**src/design/sbdc_pkg.sv**
```systemverilog
// shared types and constants for the switch bank debouncer
package sbdc_pkg;

  // physical and logical pin count of the bank
  localparam int PIN_COUNT = 16;
  // fixed width of the raw pin word and the levels field
  localparam int PIN_BITS = 16;
  // remap table: one nibble per logical pin
  localparam int REMAP_BITS = 64;
  localparam logic [REMAP_BITS-1:0] REMAP_RESET = 64'hFEDC_BA98_7654_3210;

  typedef enum logic [1:0] {
    MODE_SAMPLE     = 2'd0,
    MODE_LEVEL      = 2'd1,
    MODE_CLEAR_RISE = 2'd2,
    MODE_CLEAR_FALL = 2'd3
  } mode_t;

  typedef enum logic [1:0] {
    PH_IDLE    = 2'd0,
    PH_ONE     = 2'd1,
    PH_TWO     = 2'd2,
    PH_PRESSED = 2'd3
  } phase_t;

  // per-pin control from the top level
  typedef struct packed {
    logic sample;
    logic pressed;
    logic clr_rise;
    logic clr_fall;
  } cell_ctrl_t;

  // per-pin status back to the top level
  typedef struct packed {
    logic level;
    logic rise;
    logic fall;
    logic level_nxt;
  } cell_stat_t;

endpackage

```
**src/design/sbdc_pin_cell.sv**
```systemverilog
// one pin's debounce machine with its level, rise and fall flags
module sbdc_pin_cell (
  input  logic                   clk,
  input  logic                   rst_n,
  input  sbdc_pkg::cell_ctrl_t   ctrl,
  output sbdc_pkg::cell_stat_t   stat
);

  sbdc_pkg::phase_t phase_r, phase_nxt;
  logic level_r, level_nxt;
  logic rise_r, rise_nxt;
  logic fall_r, fall_nxt;

  always_ff @(posedge clk) begin
    if (!rst_n) begin
      phase_r <= sbdc_pkg::PH_IDLE;
      level_r <= 1'b0;
      rise_r  <= 1'b0;
      fall_r  <= 1'b0;
    end else begin
      phase_r <= phase_nxt;
      level_r <= level_nxt;
      rise_r  <= rise_nxt;
      fall_r  <= fall_nxt;
    end
  end

  always_comb begin
    phase_nxt = phase_r;
    level_nxt = level_r;
    rise_nxt  = rise_r;
    fall_nxt  = fall_r;
    if (ctrl.sample) begin
      case (phase_r)
        sbdc_pkg::PH_IDLE: begin
          fall_nxt = 1'b0;
          if (ctrl.pressed) begin
            level_nxt = 1'b0;
            rise_nxt  = 1'b0;
            phase_nxt = sbdc_pkg::PH_ONE;
          end
        end
        sbdc_pkg::PH_ONE: begin
          if (ctrl.pressed) begin
            level_nxt = 1'b0;
            rise_nxt  = 1'b0;
            phase_nxt = sbdc_pkg::PH_TWO;
          end else begin
            phase_nxt = sbdc_pkg::PH_IDLE;
          end
        end
        sbdc_pkg::PH_TWO: begin
          if (ctrl.pressed) begin
            level_nxt = 1'b1;
            rise_nxt  = 1'b1;
            phase_nxt = sbdc_pkg::PH_PRESSED;
          end else begin
            phase_nxt = sbdc_pkg::PH_IDLE;
          end
        end
        default: begin
          if (ctrl.pressed) begin
            level_nxt = 1'b1;
            rise_nxt  = 1'b0;
          end else begin
            fall_nxt  = 1'b1;
            level_nxt = 1'b0;
            rise_nxt  = 1'b0;
            phase_nxt = sbdc_pkg::PH_IDLE;
          end
        end
      endcase
    end else begin
      if (ctrl.clr_rise) begin
        rise_nxt = 1'b0;
      end
      if (ctrl.clr_fall) begin
        fall_nxt = 1'b0;
      end
    end
  end

  assign stat.level     = level_r;
  assign stat.rise      = rise_r;
  assign stat.fall      = fall_r;
  assign stat.level_nxt = level_nxt;

endmodule

```
**src/design/switch_bank_debouncer_confirm3_top.sv**
```systemverilog
// top level of the switch bank debouncer: input stage, pin cells, query path, result register
//
// usage
//   input channel (in_valid / in_stall): one transfer per item. in_mode 0 is a
//   sample of the raw active-low pin word in_raw_pins; modes 1, 2 and 3 query
//   the logical pin in_pin for its level, or read and clear its rise or fall flag.
//   result channel (out_valid / out_stall): exactly one transfer per item,
//   carrying out_answer and out_levels, the debounced level of every pin.
//   config channel (cfg_valid / cfg_ready): writes the 64-bit remap table,
//   nibble i naming the physical pin of logical pin i. write only when idle.
// timing
//   an item is held in the input register until the result register is free or
//   being emptied, then the pin cells update and the result register loads.
//   out_valid rises as the result register loads. one item per cycle is sustained
//   while out_stall is low, as all sixteen pin cells update side by side.
// reset
//   rst_n low clears every pin machine and flag, empties both stages and loads
//   the identity remap table.
// stalls
//   while out_stall holds a result, one further item is taken into the input
//   register; after that in_stall rises until the result is transferred.
module switch_bank_debouncer_confirm3_top (
  input  logic                               clk,
  input  logic                               rst_n,
  // input channel
  input  logic                               in_valid,
  output logic                               in_stall,
  input  logic [1:0]                         in_mode,
  input  logic [sbdc_pkg::PIN_BITS-1:0]      in_raw_pins,
  input  logic [4:0]                         in_pin,
  // result channel
  output logic                               out_valid,
  input  logic                               out_stall,
  output logic                               out_answer,
  output logic [sbdc_pkg::PIN_BITS-1:0]      out_levels,
  // config channel
  input  logic                               cfg_valid,
  output logic                               cfg_ready,
  input  logic [sbdc_pkg::REMAP_BITS-1:0]    cfg_remap_table
);

  // input register
  logic                            in_valid_r, in_valid_nxt;
  sbdc_pkg::mode_t                 mode_r;
  logic [sbdc_pkg::PIN_BITS-1:0]   raw_r;
  logic [4:0]                      pin_r;

  // result register
  logic                            out_valid_r, out_valid_nxt;
  logic                            answer_r, answer_nxt;
  logic [sbdc_pkg::PIN_BITS-1:0]   levels_r, levels_nxt;

  // remap table
  logic [sbdc_pkg::REMAP_BITS-1:0] remap_r;

  logic                            in_xfer;
  logic                            advance;
  logic                            lpin_ok;
  logic [3:0]                      ppin;
  logic                            ppin_ok;
  logic                            query_hit;

  sbdc_pkg::cell_ctrl_t            ctrl   [sbdc_pkg::PIN_COUNT];
  sbdc_pkg::cell_stat_t            stat   [sbdc_pkg::PIN_COUNT];
  logic [sbdc_pkg::PIN_BITS-1:0]   level_vec, rise_vec, fall_vec;

  // the input stage moves on when the result register is free or being emptied
  assign advance   = in_valid_r && (!out_valid_r || !out_stall);
  assign in_stall  = in_valid_r && !advance;
  assign in_xfer   = in_valid && !in_stall;
  assign cfg_ready = !in_valid_r;

  always_comb begin
    in_valid_nxt = in_valid_r;
    if (in_xfer) begin
      in_valid_nxt = 1'b1;
    end else if (advance) begin
      in_valid_nxt = 1'b0;
    end
  end

  always_comb begin
    out_valid_nxt = out_valid_r && out_stall;
    if (advance) begin
      out_valid_nxt = 1'b1;
    end
  end

  always_ff @(posedge clk) begin
    if (!rst_n) begin
      in_valid_r  <= 1'b0;
      out_valid_r <= 1'b0;
      remap_r     <= sbdc_pkg::REMAP_RESET;
    end else begin
      in_valid_r  <= in_valid_nxt;
      out_valid_r <= out_valid_nxt;
      if (cfg_valid && cfg_ready) begin
        remap_r <= cfg_remap_table;
      end
    end
  end

  // payload registers, no reset
  always_ff @(posedge clk) begin
    if (in_xfer) begin
      mode_r <= sbdc_pkg::mode_t'(in_mode);
      raw_r  <= in_raw_pins;
      pin_r  <= in_pin;
    end
    if (advance) begin
      answer_r <= answer_nxt;
      levels_r <= levels_nxt;
    end
  end

  // logical to physical pin lookup
  assign lpin_ok   = pin_r < 5'(sbdc_pkg::PIN_COUNT);
  assign ppin      = remap_r[{pin_r[3:0], 2'b00} +: 4];
  assign ppin_ok   = {1'b0, ppin} < 5'(sbdc_pkg::PIN_COUNT);
  assign query_hit = (mode_r != sbdc_pkg::MODE_SAMPLE) && lpin_ok && ppin_ok;

  // pin cells
  for (genvar p = 0; p < sbdc_pkg::PIN_COUNT; p++) begin : g_pin
    assign ctrl[p].sample   = advance && (mode_r == sbdc_pkg::MODE_SAMPLE);
    assign ctrl[p].pressed  = !raw_r[p];
    assign ctrl[p].clr_rise = advance && query_hit && (mode_r == sbdc_pkg::MODE_CLEAR_RISE)
                              && (ppin == 4'(p));
    assign ctrl[p].clr_fall = advance && query_hit && (mode_r == sbdc_pkg::MODE_CLEAR_FALL)
                              && (ppin == 4'(p));

    sbdc_pin_cell u_cell (
      .clk   (clk),
      .rst_n (rst_n),
      .ctrl  (ctrl[p]),
      .stat  (stat[p])
    );
  end

  // gather status; pins beyond the bank read as zero
  always_comb begin
    level_vec  = '0;
    rise_vec   = '0;
    fall_vec   = '0;
    levels_nxt = '0;
    for (int p = 0; p < sbdc_pkg::PIN_COUNT; p++) begin
      level_vec[p]  = stat[p].level;
      rise_vec[p]   = stat[p].rise;
      fall_vec[p]   = stat[p].fall;
      levels_nxt[p] = stat[p].level_nxt;
    end
  end

  // query answer, taken from state before any clear
  always_comb begin
    answer_nxt = 1'b0;
    if (query_hit) begin
      case (mode_r)
        sbdc_pkg::MODE_LEVEL:      answer_nxt = level_vec[ppin];
        sbdc_pkg::MODE_CLEAR_RISE: answer_nxt = rise_vec[ppin];
        sbdc_pkg::MODE_CLEAR_FALL: answer_nxt = fall_vec[ppin];
        default:                   answer_nxt = 1'b0;
      endcase
    end
  end

  assign out_valid  = out_valid_r;
  assign out_answer = answer_r;
  assign out_levels = levels_r;

  // sample items always answer zero
  a_sample_answer_zero: assert property (@(posedge clk) disable iff (!rst_n)
    advance && (mode_r == sbdc_pkg::MODE_SAMPLE) |=> !out_answer)
    else $error("sample item gave a non-zero answer");

  // out-of-range logical pins answer zero
  a_range_answer_zero: assert property (@(posedge clk) disable iff (!rst_n)
    advance && !lpin_ok |=> !out_answer)
    else $error("out-of-range pin gave a non-zero answer");

  // input stage only holds back while a result is stuck downstream
  a_stall_cause: assert property (@(posedge clk) disable iff (!rst_n)
    in_stall |-> (out_valid_r && out_stall))
    else $error("input stalled with a free result register");

  // a pending rise flag implies the pin is pressed
  a_rise_implies_level: assert property (@(posedge clk) disable iff (!rst_n)
    (rise_vec & ~level_vec) == '0)
    else $error("rise flag set on a released pin");

  // a pending fall flag implies the pin is released
  a_fall_implies_release: assert property (@(posedge clk) disable iff (!rst_n)
    (fall_vec & level_vec) == '0)
    else $error("fall flag set on a pressed pin");

endmodule

```
**config.mk**
```make
export PLATFORM = sky130hd
export DESIGN_NAME = switch_bank_debouncer_confirm3_top
export DESIGN_NICKNAME = d
export VERILOG_FILES = /design/src/design/sbdc_pkg.sv /design/src/design/sbdc_pin_cell.sv /design/src/design/switch_bank_debouncer_confirm3_top.sv
export SDC_FILE = /design/constraint.sdc
export NUM_CORES = 1
export LEC_CHECK = 0
export BUFFER_PORTS_ARGS = -buffer_cell sky130_fd_sc_hd__buf_2
export CAP_MARGIN = 20
export CORE_UTILIZATION = 60
export DETAILED_ROUTE_END_ITERATION = 8
export PLACE_DENSITY = 0.79
export SYNTH_ARGS = -nofsm -noshare
export SYNTH_HDL_FRONTEND = slang
export SYNTH_HIERARCHICAL = 1
export SYNTH_SLANG_ARGS = --single-unit
```
**constraint.sdc**
```tcl
create_clock -name clk -period 4.55 [get_ports clk]
set_input_delay 0.2275 -clock clk [delete_from_list [all_inputs] [get_ports clk]]
set_output_delay 0.2275 -clock clk [all_outputs]
set_load 0.005 [all_outputs]
```
# Word level (Yosys, flattened, before mapping)
# Cells that the tools add are included.
[totals]
register_bits = 186
elab_cells = 715
[classes]
eq_ne = 130
mux = 314
reduce_logical = 196
n_lt_le_gt_ge = 2
shift = 1
[op_table]
columns = ["operator", "n"]
rows = [
  ["1-bit 2-to-1 mux", 182],
  ["3-bit AND reduction", 48],
  ["2-bit 2-to-1 mux", 64],
  ["3-bit inequality test (second input constant)", 32],
  ["1-bit case mux with 2 select lines", 48],
  ["2-bit case mux with 3 select lines", 16],
  ["2-bit nonzero test", 34],
  ["2-bit inequality test (second input constant)", 32],
  ["4-bit nonzero test", 16],
  ["2-bit OR reduction", 32],
  ["64-bit by 7-bit indexed part select with 4-bit output", 1],
  ["3-bit by 2-bit inequality test with 1-bit output (second input constant)", 16],
  ["1-bit logical AND", 42],
  ["2-bit == test (second input constant)", 18],
  ["2-bit by 1-bit == test with 1-bit output (second input constant)", 17],
  ["2-bit logical NOT", 17],
  ["4-bit == test (second input constant)", 8],
  ["4-bit by 3-bit == test with 1-bit output (second input constant)", 4],
  ["1-bit binary-select mux with 4-bit select", 3],
  ["4-bit by 2-bit == test with 1-bit output (second input constant)", 2],
  ["1-bit logical NOT", 5],
  ["4-bit by 5-bit less-than comparator with 1-bit output (second input constant)", 1],
  ["5-bit less-than comparator (second input constant)", 1],
  ["4-bit by 1-bit == test with 1-bit output (second input constant)", 1],
  ["other kinds (3)", 3],
]

# Logic depth before layout (Yosys ltp)
[logic_depth]
ltp_word = 8
depth_mapped = 12

# Cells and area by module
# The synthesis kept the hierarchy.
[by_module_without_submodules]
columns = ["mod", "cells_each", "area_per_inst_um2", "instances"]
rows = [
  ["sbdc_pin_cell at g_pin[0].u_cell ...", 47, 396.6, 14],
  ["switch_bank_debouncer_confirm3_top", 502, 4880.9, 1],
  ["sbdc_pin_cell at g_pin[12].u_cell ...", 47, 400.4, 2],
]

# Worst setup path after synthesis
# OpenSTA, ideal clock, no wires.
[synth_path]
path_kind = "reg2reg"
startpoint = "reg mode_r[0]"
endpoint = "reg levels_r, in the netlist out_levels[12], data pin"
arrival_ns = 3.383
path_slack_ns = 0.916
stages_incl_launch_ff = 6
cell_sequence = "edfxtp_1 > nor3_1 > clkbuf_1 > a21bo_2 > a32oi_1 > buf_4"
[synth_rtl]
columns = ["item", "line_no", "text"]
rows = [
  ["start: declaration", "switch_bank_debouncer_confirm3_top.sv:44", "sbdc_pkg::mode_t mode_r;"],
  ["start signal: assignment", "switch_bank_debouncer_confirm3_top.sv:106", "mode_r <= sbdc_pkg::mode_t'(in_mode);"],
  ["end signal: assignment", "switch_bank_debouncer_confirm3_top.sv:112", "levels_r <= levels_nxt;"],
  ["end: declaration", "switch_bank_debouncer_confirm3_top.sv:51", "logic [sbdc_pkg::PIN_BITS-1:0] levels_r, levels_nxt;"],
]

==> metrics.log <==
INFO  metric outcome = finished with violations
INFO  metric failed_checks = DRC
INFO  metric global_route.peak_usage_layer = met2
INFO  metric clock-sinks = 186
INFO  metric htree_levels = 4
INFO  metric worst-endpoint-required = 4940 ps
INFO  metric netlist.area_leader.share = 26.0%
INFO  metric cts_hold_repair.buffers = 41
INFO  metric critical_path_peak_fanout = 22
INFO  metric post_route_cells_drive_above_1_share = 17.6%
INFO  metric fin_crit = 3440 ps
INFO  metric clk_latency = 450 ps
INFO  metric fmax = 290 MHz
INFO  metric drt-vias-per-instance = 5.65
INFO  metric detail_route.iter0.violations = 556
INFO  metric n_fill_cell = 1,417
INFO  metric ios = 112
INFO  metric postSynthAreaPerCell = 8.96 sq um
INFO  metric globalplace.congestion = 0.894
INFO  metric timing.critical_path.arrival = 3840 ps
INFO  metric timing.clock.skew = 12.2 ps
INFO  metric grt_first_pass_wirelength = 40,400 um
INFO  metric multi_input_comb_area = 5990 sq um
INFO  metric ir_worst_vdd = 256 uV
INFO  metric grt-ovfl-total = 0
INFO  metric post-route-util = 68.2%
INFO  metric netlist.top_cell.by_area = sky130_fd_sc_hd__dfxtp_1
INFO  metric instance_area_at_placement = 11,300 sq um
INFO  metric max_slew.worst_pin.slew = 1100 ps
INFO  metric proportion_of_synthesized_chip_area_in_sequential_cells = 36.7%
INFO  metric groute.layer.met1.usage = 33.9%
INFO  metric detailedRoute.firstPassIterationCount = 8
INFO  metric min-delay-path-class = in2reg
INFO  metric num-nets-final = 1,478
INFO  metric grt_total_usage = 25.9%
INFO  metric first_global_vias = 8,315
INFO  metric synth-main-ff-cell = sky130_fd_sc_hd__dfxtp_1
INFO  metric final_max_slew_viol_count = 0
INFO  metric buffer_ports.inserted = 111
INFO  metric clk_path_buf_depth = 2
INFO  metric via_count = 8,747
INFO  metric floorplan.core_area = 18,100 sq um
INFO  metric grt_max_degree = 68
INFO  metric die_area = 19,300 sq um
INFO  metric rows = 49
INFO  metric critical_path_class = reg2reg
INFO  metric clkTransAtPathRegs = 80 ps
INFO  metric ys_top_cells_by_area = sky130_fd_sc_hd__dfxtp_1, sky130_fd_sc_hd__edfxtp_1, sky130_fd_sc_hd__ha_1, sky130_fd_sc_hd__nand2_1, sky130_fd_sc_hd__buf_4
INFO  metric number_of_synthesized_flops_with_an_enable_pin = 40
INFO  metric post_synth_instance_area = 11,200 sq um
INFO  metric met2_usage = 42.8%
INFO  metric grt_antenna_before_repair = 0
INFO  metric hpwl_after_dpl = 16,100 um
INFO  metric total_leakage_power = 4.88 nW
INFO  metric area_delta_synth_final = 10.2%
INFO  metric postCtsSetupRepairBufs = 0
INFO  metric detail_route.wl_per_cell = 15.8 um
INFO  metric dieHeight = 139 um
INFO  metric postCtsResizedCells = 0
INFO  metric synth.yosys.warnings = 6
INFO  metric tns = 0 ps
INFO  metric root_buffer = sky130_fd_sc_hd__clkbuf_16
INFO  metric post_synth_inst_count = 1,254
INFO  metric grt_util_met3 = 4.70%
INFO  metric clock_tree_from_tritoncts = yes
INFO  metric p_per_area = 305 nW/um^2
INFO  metric setup.worst_path.end_class = register
INFO  metric synth.ff_latch_count = 186
INFO  metric ant_nets = 0
INFO  metric area.sequential = 4120 sq um
INFO  metric cts-buffers-inserted = 17
INFO  metric totalWireLength = 24,400 um
INFO  metric grt_setup_unrepaired = false
INFO  metric antenna-diode-count = 0
INFO  metric initial_utilization = 61.9%
INFO  metric max-cap-violations = 0
INFO  metric r2r_slack = 1110 ps
INFO  metric slew-limit-headroom = 24.8%
INFO  metric netlist-cell-type-count = 50
INFO  metric chipWidth = 139 um
INFO  metric drc_errors = 4
INFO  metric postSynthNetCount = 1,426
INFO  metric worst_setup_sp_type = register
INFO  metric post-route-period-util = 75.7%
INFO  metric design_area = 12,400 sq um
INFO  metric synthArstFlopShare = 0%
INFO  metric final_hold_viol_count = 0
INFO  metric final.hold.worst_slack = 12.1 ps
INFO  metric report.final.setup_viol = 0
through the flow:
| stage | cells | setup WS [ps] | power (W) |
|---|---|---|---|
| 2_1_floorplan | 1254 | 916 | 0.00215 |
| 3_3_place_gp | 1474 | 1270 | 0.00225 |
| 3_5_place_dp | 1474 | 1170 | 0.00226 |
| 4_1_cts | 1547 | 1140 | 0.00378 |
| 5_1_grt | 1548 | 889 | 0.00391 |
| 6_report | 1548 | 1110 | 0.00377 |
metal layers:
metal | share of wire [%] | vias to the layer above
li1 | - | 4366
met1 | 47 | 4123
met2 | 47 | 217
met3 | 4.3 | 41
met4 | 2.1 | 0
met5 | 0 | -
registers in the layout, summed over array words and instances (netlist names):
register	cells
out_levels	16
g_pin.u_cell/fall_r	16
pin_r	5
out_answer	1
remap_r	64
out_valid	1
mode_r	2
g_pin.u_cell/level_r	16
in_valid_r	1
g_pin.u_cell/phase_r	32
raw_r	16
g_pin.u_cell/rise_r	16
cells by family after synthesis:
kind of cell	count (synthesis)	share of synthesized area, %
DFF	186	36.7
adders and majority gates	80	8.91
muxes	62	7.41
AOI/OAI and AO/OA	219	14.8
buffers and inverters	213	10.2
and+or+nand+nor	494	22.1
cell type report:
type | count | area share, %
Multi-Input combinational cell | 855 | 48.4
Sequential cell | 186 | 33.3
Timing Repair Buffer | 161 | 8.53
Clock buffer | 17 | 3.44
Inverter | 85 | 2.58
Tap cell | 229 | 2.31
Clock inverter | 15 | 1.42
synthesized netlist by cell type (2+ instances only):
cell type	number
sky130_fd_sc_hd__o21ai_1	2
sky130_fd_sc_hd__buf_4	87
sky130_fd_sc_hd__nor2_1	82
sky130_fd_sc_hd__and3_4	16
sky130_fd_sc_hd__a21boi_0	33
sky130_fd_sc_hd__o21bai_1	16
sky130_fd_sc_hd__mux2i_1	39
sky130_fd_sc_hd__a22oi_1	3
sky130_fd_sc_hd__and2_1	21
sky130_fd_sc_hd__mux4_2	16
sky130_fd_sc_hd__o2111ai_1	34
sky130_fd_sc_hd__nor3_1	18
sky130_fd_sc_hd__a21bo_2	16
sky130_fd_sc_hd__a32oi_1	16
sky130_fd_sc_hd__nand2b_1	23
sky130_fd_sc_hd__o211ai_1	2
sky130_fd_sc_hd__buf_6	2
sky130_fd_sc_hd__o21a_1	2
sky130_fd_sc_hd__ha_1	80
sky130_fd_sc_hd__mux2_2	4
sky130_fd_sc_hd__mux2_1	2
sky130_fd_sc_hd__a21oi_1	22
sky130_fd_sc_hd__nor2b_1	37
sky130_fd_sc_hd__o221a_2	16
sky130_fd_sc_hd__o21ai_0	47
sky130_fd_sc_hd__inv_1	85
sky130_fd_sc_hd__edfxtp_1	40
sky130_fd_sc_hd__nand2_1	211
sky130_fd_sc_hd__or4b_1	16
sky130_fd_sc_hd__clkbuf_1	38
sky130_fd_sc_hd__nand3_1	33
sky130_fd_sc_hd__nor3b_1	31
sky130_fd_sc_hd__dfxtp_1	146
sky130_fd_sc_hd__a211o_1	2
power by group:
group | switching, W | leakage, nW | internal [W]
Combinational | 0.000255 | 3.00 | 0.000201
Clock | 0.000768 | 0.294 | 0.000745
Sequential | 0.0000486 | 1.58 | 0.00176
worst max-delay path, cell delays in order, from the launching register on:
cell,delay [ps]
sky130_fd_sc_hd__edfxtp_1,640
sky130_fd_sc_hd__mux4_2,430
sky130_fd_sc_hd__mux2i_1,110
sky130_fd_sc_hd__mux2i_4,870
sky130_fd_sc_hd__nand2_1,440
sky130_fd_sc_hd__nor2_1,280
sky130_fd_sc_hd__nor2_1,80
sky130_fd_sc_hd__nor3b_1,270
sky130_fd_sc_hd__o221a_2,240
worst paths after layout:
check / startpoint / endpoint / cells after the start
worst min register to register: remap_r[53] / remap_r[53] / 2
worst min-delay path: cfg_remap_table[45] / remap_r[45] / 3
worst max-delay path: pin_r[2] / g_pin[11].u_cell/fall_r / 8
worst max register to register: pin_r[2] / g_pin[11].u_cell/fall_r / 8
cell usage in the layout, fill, tap and decap left out, types with 3 or more instances in the layout:
cell type                       count
sky130_fd_sc_hd__edfxtp_1          40
sky130_fd_sc_hd__o21ai_0           47
sky130_fd_sc_hd__ha_1              80
sky130_fd_sc_hd__nor3b_1           31
sky130_fd_sc_hd__nor3_1            17
sky130_fd_sc_hd__dfxtp_1          146
sky130_fd_sc_hd__a21bo_2           16
sky130_fd_sc_hd__or4b_1            16
sky130_fd_sc_hd__a32oi_1           16
sky130_fd_sc_hd__nor2_1            82
sky130_fd_sc_hd__mux2i_1           39
sky130_fd_sc_hd__mux4_2            16
sky130_fd_sc_hd__a22oi_1            3
sky130_fd_sc_hd__a21oi_1           22
sky130_fd_sc_hd__clkinv_8           4
sky130_fd_sc_hd__and3_4            16
sky130_fd_sc_hd__nor2b_1           35
sky130_fd_sc_hd__o221a_2           16
sky130_fd_sc_hd__nand2_1          210
sky130_fd_sc_hd__mux2_2             4
sky130_fd_sc_hd__inv_8              4
sky130_fd_sc_hd__inv_1             85
sky130_fd_sc_hd__dlygate4sd3_1     41
sky130_fd_sc_hd__o2111ai_1         34
sky130_fd_sc_hd__nand2b_1          23
sky130_fd_sc_hd__clkinv_4           4
sky130_fd_sc_hd__and2_1            21
sky130_fd_sc_hd__buf_4              9
sky130_fd_sc_hd__nand3_1           33
sky130_fd_sc_hd__o21bai_1          16
sky130_fd_sc_hd__clkbuf_16         17
sky130_fd_sc_hd__buf_2            110
sky130_fd_sc_hd__a21boi_0          33
Note: power is estimated with default switching activity, not from simulation.
